`src/rtl/core/fwdp_pkg.sv`:
```
// ----------------------------------------------------------------------------
// fwdp_pkg
// Constants and types for the fixed-width decimal field parser.
// ----------------------------------------------------------------------------
package fwdp_pkg;

    localparam int MAX_DIGITS = 8;
    localparam int MANT_W     = 28;
    localparam int ACC_W      = MANT_W - 1;           // holds 10^MAX_DIGITS - 1
    localparam int CNT_W      = $clog2(MAX_DIGITS + 2);
    localparam int FRAC_W     = 4;
    localparam int CHAR_W     = 8;

    localparam logic [CHAR_W-1:0] CHAR_SPACE = 8'h20;
    localparam logic [CHAR_W-1:0] CHAR_PLUS  = 8'h2B;
    localparam logic [CHAR_W-1:0] CHAR_MINUS = 8'h2D;
    localparam logic [CHAR_W-1:0] CHAR_POINT = 8'h2E;
    localparam logic [CHAR_W-1:0] CHAR_ZERO  = 8'h30;
    localparam logic [CHAR_W-1:0] CHAR_NINE  = 8'h39;

    typedef struct packed {
        logic              past_lead;
        logic              negative;
        logic              point_seen;
        logic              illegal_seen;
        logic              all_nines;
        logic [CNT_W-1:0]  digit_count;
        logic [FRAC_W-1:0] frac_count;
        logic [ACC_W-1:0]  acc;
    } parse_state_t;

    localparam parse_state_t STATE_CLEAR = '{
        past_lead:    1'b0,
        negative:     1'b0,
        point_seen:   1'b0,
        illegal_seen: 1'b0,
        all_nines:    1'b1,
        digit_count:  '0,
        frac_count:   '0,
        acc:          '0
    };

endpackage

```
`src/rtl/core/fixed_width_decimal_field_parser_top.sv`:
```
// ----------------------------------------------------------------------------
// fixed_width_decimal_field_parser_top
// Parses one fixed-width ASCII decimal field, one character per word.
// ----------------------------------------------------------------------------
// Each accepted input word carries one character; the parse state updates in
// the cycle it is accepted, and on the field's last character a result word
// (signed mantissa, fraction digit count, missing flag) is registered and
// shown on the next cycle. One character is taken per clock: the only work is
// a multiply by ten (shift-and-add) plus one digit add on the accumulator.
// While a result word waits for m_ready the input stalls; a new character is
// taken in the same cycle the waiting result leaves, so back-to-back words
// flow at one per clock as long as m_ready stays high. A bad field returns
// mantissa 0 and fraction_digits 0.
module fixed_width_decimal_field_parser_top
    import fwdp_pkg::*;
(
    input  logic                     aclk,
    input  logic                     aresetn,

    input  logic                     s_valid,
    output logic                     s_ready,
    input  logic [CHAR_W-1:0]        s_char_code,
    input  logic                     s_first_char,
    input  logic                     s_last_char,

    output logic                     m_valid,
    input  logic                     m_ready,
    output logic signed [MANT_W-1:0] m_mantissa,
    output logic [FRAC_W-1:0]        m_fraction_digits,
    output logic                     m_missing_flag
);

    parse_state_t state_reg, state_next;
    parse_state_t base;
    parse_state_t upd;

    logic                     m_valid_reg;
    logic signed [MANT_W-1:0] mant_reg, mant_next;
    logic [FRAC_W-1:0]        frac_reg, frac_next;
    logic                     miss_reg, miss_next;

    logic                     accept;
    logic                     is_space, is_minus, is_plus, is_point, is_digit, is_nine;
    logic                     sign_pos;
    logic [3:0]               digit_val;
    logic [ACC_W-1:0]         acc_x10;
    logic                     bad;
    logic [MANT_W-1:0]        mag;

    assign s_ready = ~m_valid_reg | m_ready;
    assign accept  = s_valid & s_ready;

    assign is_space  = (s_char_code == CHAR_SPACE);
    assign is_minus  = (s_char_code == CHAR_MINUS);
    assign is_plus   = (s_char_code == CHAR_PLUS);
    assign is_point  = (s_char_code == CHAR_POINT);
    assign is_digit  = (s_char_code >= CHAR_ZERO) && (s_char_code <= CHAR_NINE);
    assign is_nine   = (s_char_code == CHAR_NINE);
    assign digit_val = 4'(s_char_code - CHAR_ZERO);

    always_comb begin
        base     = s_first_char ? STATE_CLEAR : state_reg;
        upd      = base;
        sign_pos = ~base.past_lead;
        acc_x10  = {base.acc[ACC_W-4:0], 3'b000} + {base.acc[ACC_W-2:0], 1'b0};

        if (!is_space) begin
            upd.past_lead = 1'b1;
            if (sign_pos && is_minus) begin
                upd.negative = 1'b1;
            end else if (sign_pos && is_plus) begin
                upd.negative = base.negative;
            end else if (is_point && !base.point_seen) begin
                upd.point_seen = 1'b1;
            end else if (!is_digit) begin
                upd.illegal_seen = 1'b1;
            end else begin
                upd.all_nines = base.all_nines & is_nine;
                if (base.digit_count >= CNT_W'(MAX_DIGITS)) begin
                    // overflow: stop accumulating, park count above the limit
                    upd.digit_count = CNT_W'(MAX_DIGITS + 1);
                end else begin
                    upd.digit_count = base.digit_count + 1'b1;
                    upd.acc         = acc_x10 + ACC_W'(digit_val);
                    if (base.point_seen) begin
                        upd.frac_count = base.frac_count + 1'b1;
                    end
                end
            end
        end

        bad = upd.illegal_seen || (upd.digit_count == '0) || upd.all_nines ||
              (upd.digit_count > CNT_W'(MAX_DIGITS));
        mag = {1'b0, upd.acc};

        if (bad) begin
            mant_next = '0;
            frac_next = '0;
            miss_next = 1'b1;
        end else begin
            mant_next = upd.negative ? -$signed(mag) : $signed(mag);
            frac_next = upd.frac_count;
            miss_next = 1'b0;
        end

        // a finished field leaves the state clear for the next one
        state_next = s_last_char ? STATE_CLEAR : upd;
    end

    always_ff @(posedge aclk) begin
        if (!aresetn) begin
            state_reg   <= STATE_CLEAR;
            m_valid_reg <= 1'b0;
        end else begin
            if (accept) begin
                state_reg <= state_next;
            end
            if (accept && s_last_char) begin
                m_valid_reg <= 1'b1;
            end else if (m_ready) begin
                m_valid_reg <= 1'b0;
            end
        end
    end

    always_ff @(posedge aclk) begin
        if (accept && s_last_char) begin
            mant_reg <= mant_next;
            frac_reg <= frac_next;
            miss_reg <= miss_next;
        end
    end

    assign m_valid           = m_valid_reg;
    assign m_mantissa        = mant_reg;
    assign m_fraction_digits = frac_reg;
    assign m_missing_flag    = miss_reg;

endmodule
```
`config.mk`:
```
export PLATFORM = sky130hd
export DESIGN_NAME = fixed_width_decimal_field_parser_top
export DESIGN_NICKNAME = d
export VERILOG_FILES = /design/src/rtl/core/fwdp_pkg.sv /design/src/rtl/core/fixed_width_decimal_field_parser_top.sv
export SDC_FILE = /design/constraint.sdc
export NUM_CORES = 1
export LEC_CHECK = 0
export ABC_AREA = 1
export CORE_MARGIN = 2
export CORE_UTILIZATION = 45
export CTS_CLUSTER_DIAMETER = 60
export DETAILED_ROUTE_END_ITERATION = 8
export DONT_BUFFER_PORTS = 1
export PLACE_DENSITY = 0.62
export SYNTH_ARGS = -nofsm -noshare
export SYNTH_HDL_FRONTEND = slang
export SYNTH_SLANG_ARGS = --single-unit
```
`constraint.sdc`:
```
create_clock -name aclk -period 8.5 [get_ports aclk]
set_clock_uncertainty 0.1 [all_clocks]
set_input_delay 0 -clock aclk [delete_from_list [all_inputs] [get_ports aclk]]
set_output_delay 0 -clock aclk [all_outputs]
set_load 0.05 [all_outputs]
```
==> flow_metrics.tcl <==
set metrics [dict create \
    cts_made_buffers 9 \
    die_x_um 125 \
    dpl.hpwl_um 13700 \
    avgSynthCellArea_um2 6.23 \
    use_met1_pct 32.3 \
    worstSetupPathType "in2reg" \
    yosysTopAreaCell "nand2_1" \
    fin_crit_sh_pct 44.3 \
    crit_family "simple AND/OR/NAND/NOR gates" \
    yosys-top-cells-count "nand2_1, inv_1, nor2_1" \
    final_max_slew_viol_count 0 \
    port_buffers 0 \
    die_y_um 125 \
    grt_max_degree 44 \
    h-tree-depth 3 \
    grt_usage_pct 23.7 \
    final_area_mm2 0.00713 \
    p_clk_share_pct 45.1 \
    crit_path_end_kind "register" \
    power_frac_comb_pct 9.2 \
    netlist_area_mm2 0.00664 \
    cts-root-buf "clkbuf_16" \
    top_usage_layer "met2" \
    postRouteAntennaNets 0 \
    overflow 0 \
    setup_ws_ps 4730 \
    leakage_nw 3.56 \
    synthCells 1065 \
    yosysUniqueCellTypes 45 \
    synth_top_flop_cell "dfxtp_1" \
    drt-total-wl_um 18600 \
    cts_tree "built" \
    finalHoldViolCount 0 \
    synth.ff_latch_count 74 \
    critPathBufInv 2 \
    swShare_pct 26.1 \
    finish.utilization_pct 49.2 \
    maxCapViolCount 0 \
    required_ps 8490 \
    grtUsageMet3_pct 3.85 \
    final_nets 1124 \
    cp_max_fo 13 \
    status "finished, final reports clean" \
    synth-seq-area-share_pct 27.3 \
    antenna_found_initial 0 \
    final.setup.tns_ps 0 \
    synth_edf_count 33 \
    slowest_delay_ps 750 \
    global_route.usage.met2_pct 39.9 \
    synth-async-reset-ratio_pct 0 \
    grt_pass1_vias 6033 \
    drt-vias-per-instance 5.21 \
    report.final.setup_viol 0 \
    die-area_mm2 0.0157 \
    startpoint_type "primary input" \
    dpl-instance-area_mm2 0.00675 \
    fmax_ghz 0.266 \
    io_pins 49 \
    post-synth-top-count-cell "nand2_1" \
    hp-class "in2reg" \
    power_switching_mw 0.231 \
    grt_first_pass_wirelength_um 30300 \
    slowest_stage "dlygate4sd3_1" \
    clock_sinks 74 \
    post_drt_wl_per_cell_um 14.9 \
    syn_nets 1131 \
    firstDrtPassIters 6 \
    clockBufferDepth 2 \
    syn_to_final_growth_pct 7.39 \
    ys_top_cells_by_area "nand2_1, edfxtp_1, dfxtp_1" \
    drive_above_1_share_pct 6.30 \
    maxSlewHeadroom_pct 31.8 \
    cellPowerDensity_mw_per_mm2 124 \
    coreArea_mm2 0.0145 \
    ir_drop_v 0.0000968 \
    pwr-share-seq_pct 45.7 \
    n_antenna_cell 0 \
    largest_register_ffs 40 \
    clk_latency_ps 340 \
    yosysTopAreaCellShare_pct 20.3 \
    drc 0 \
    drt_iter0_drc 561 \
    grt_setup_unrepaired "false" \
    gp_congestion 0.935 \
    rows 44 \
    post-place-ws_ps 4590 \
    yosysWarnings 0 \
    internal-power_mw 0.653 \
    cp_cell_sequence "dlygate4sd3_1 > nor2_1 > ha_1 > ha_1 > nand2_1 > nor2_1 > nand3_1 > nand2_1 > nand2_1 > nand2_1 > nand2_1 > nand3_1 > nand2_1 > inv_1 > nand2_1 > nor2_1 > nand2_1 > nor2_2 > nand2_1 > nor3_1 > nor2_1" \
    crit_top_cell "nand2_1" \
    cts.repair.resized 0 \
    arrival_ps 3760 \
    post-route-min-period_ps 3770 \
    route.vias.total 6502 \
    tightest_slew_ps 1020 \
    clkTransAtPathRegs_ps 60 \
    initial_utilization_pct 45.9 \
]
==> cell usage in the layout, fill, tap and decap left out, types with 2 or more instances in the layout <==
cell and count:
nor3_1 10, clkinv_2 2, dlygate4sd3_1 7, nand3_4 2, o21ai_0 33, o21ai_1 5
nand4_1 12, nor2_2 6, nand3_2 4, nand2_1 359, o31ai_1 2, nor2_1 96
clkbuf_16 10, buf_4 3, xor2_1 9, nand3_1 71, ha_1 51, a21oi_1 84
inv_1 165, o21bai_1 3, nand2_2 15, o21ai_2 2, edfxtp_1 33, nand3b_1 4
inv_2 7, nor2_4 7, dfxtp_1 41
==> path summary, 6_finish.rpt <==
check / start / end / slack (ps) / cells past startpoint
worst max-delay path: s_first_char / m_mantissa[27]$_SDFFCE_PP0P_ / 4730 / 21
worst min-delay path: s_first_char / state_reg[31]$_SDFFE_PN0P_ / 30 / 7
worst max register to register: state_reg[0]$_SDFFE_PN0P_ / m_mantissa[16]$_SDFFCE_PP0P_ / 4760 / 19
worst min register to register: state_reg[3]$_SDFFE_PN0P_ / state_reg[3]$_SDFFE_PN0P_ / 360 / 2
==> through the flow <==
step / power (mW) / hold WS (ps) / cells
global route: 0.913 / 52.0 / 1247
floorplan: 0.471 / 29.7 / 1065
global placement: 0.488 / 35.5 / 1224
detailed placement: 0.488 / 40.7 / 1224
finish: 0.884 / 26.7 / 1247
CTS: 0.889 / 14.6 / 1247
==> layer usage <==
layer	wire length, um	vias up	share of wire, %
met3	876	27	4.7
met2	8660	182	47
li1	-	3368	-
met4	267	0	1.4
met5	0	-	0
met1	8750	2925	47
==> layout make-up <==
class,count,area (um2)
sequential,74,1810
multi-input combinational,789,4020
clock buffer,12,268
timing repair buffer,10,92.6
inverter,174,658
tap,184,230
clock inverter,4,47.5
fill,1538,7350
==> power by group through the flow <==
stage	clock network, mW	registers (mW)	logic, mW
2_1_floorplan	0	0.411	0.0601
3_3_place_gp	0	0.412	0.0763
3_5_place_dp	0	0.412	0.0766
4_1_cts	0.404	0.404	0.0805
5_1_grt	0.419	0.405	0.0888
6_report	0.399	0.404	0.0813
==> what timing repair did <==
action                    in CTS  in global routing
hold endpoints to repair      13                  0
hold buffers                   7                  0
setup buffers                  0                  0
==> cells by family (layout without fill, tap and decap cells) <==
| kind of cell | after synthesis | in the layout | share of synthesized area, % |
|---|---|---|---|
| and+or+nand+nor | 590 | 590 | 38.1 |
| buffers and inverters | 202 | 200 | 12.3 |
| AOI/OAI and AO/OA | 137 | 137 | 11.1 |
| DFF | 74 | 74 | 27.3 |
| adders and majority gates | 52 | 52 | 9.91 |
| xor gates and xnor gates | 10 | 10 | 1.32 |
==> worst register-to-register path, cell delays in order (launching register included) <==
cell	delay, ps
dfxtp_1	330
nand2_1	140
xor2_1	180
inv_1	50
ha_1	320
inv_1	80
fa_1	460
inv_1	110
nand3_1	90
nand2_1	140
nand2_1	60
nand2_1	90
xor2_1	200
o21ai_0	210
a21oi_1	270
nand3_2	170
nand2_2	160
nand2_1	100
o21ai_0	150
a21oi_1	60
(Power assumes the default switching activity.)
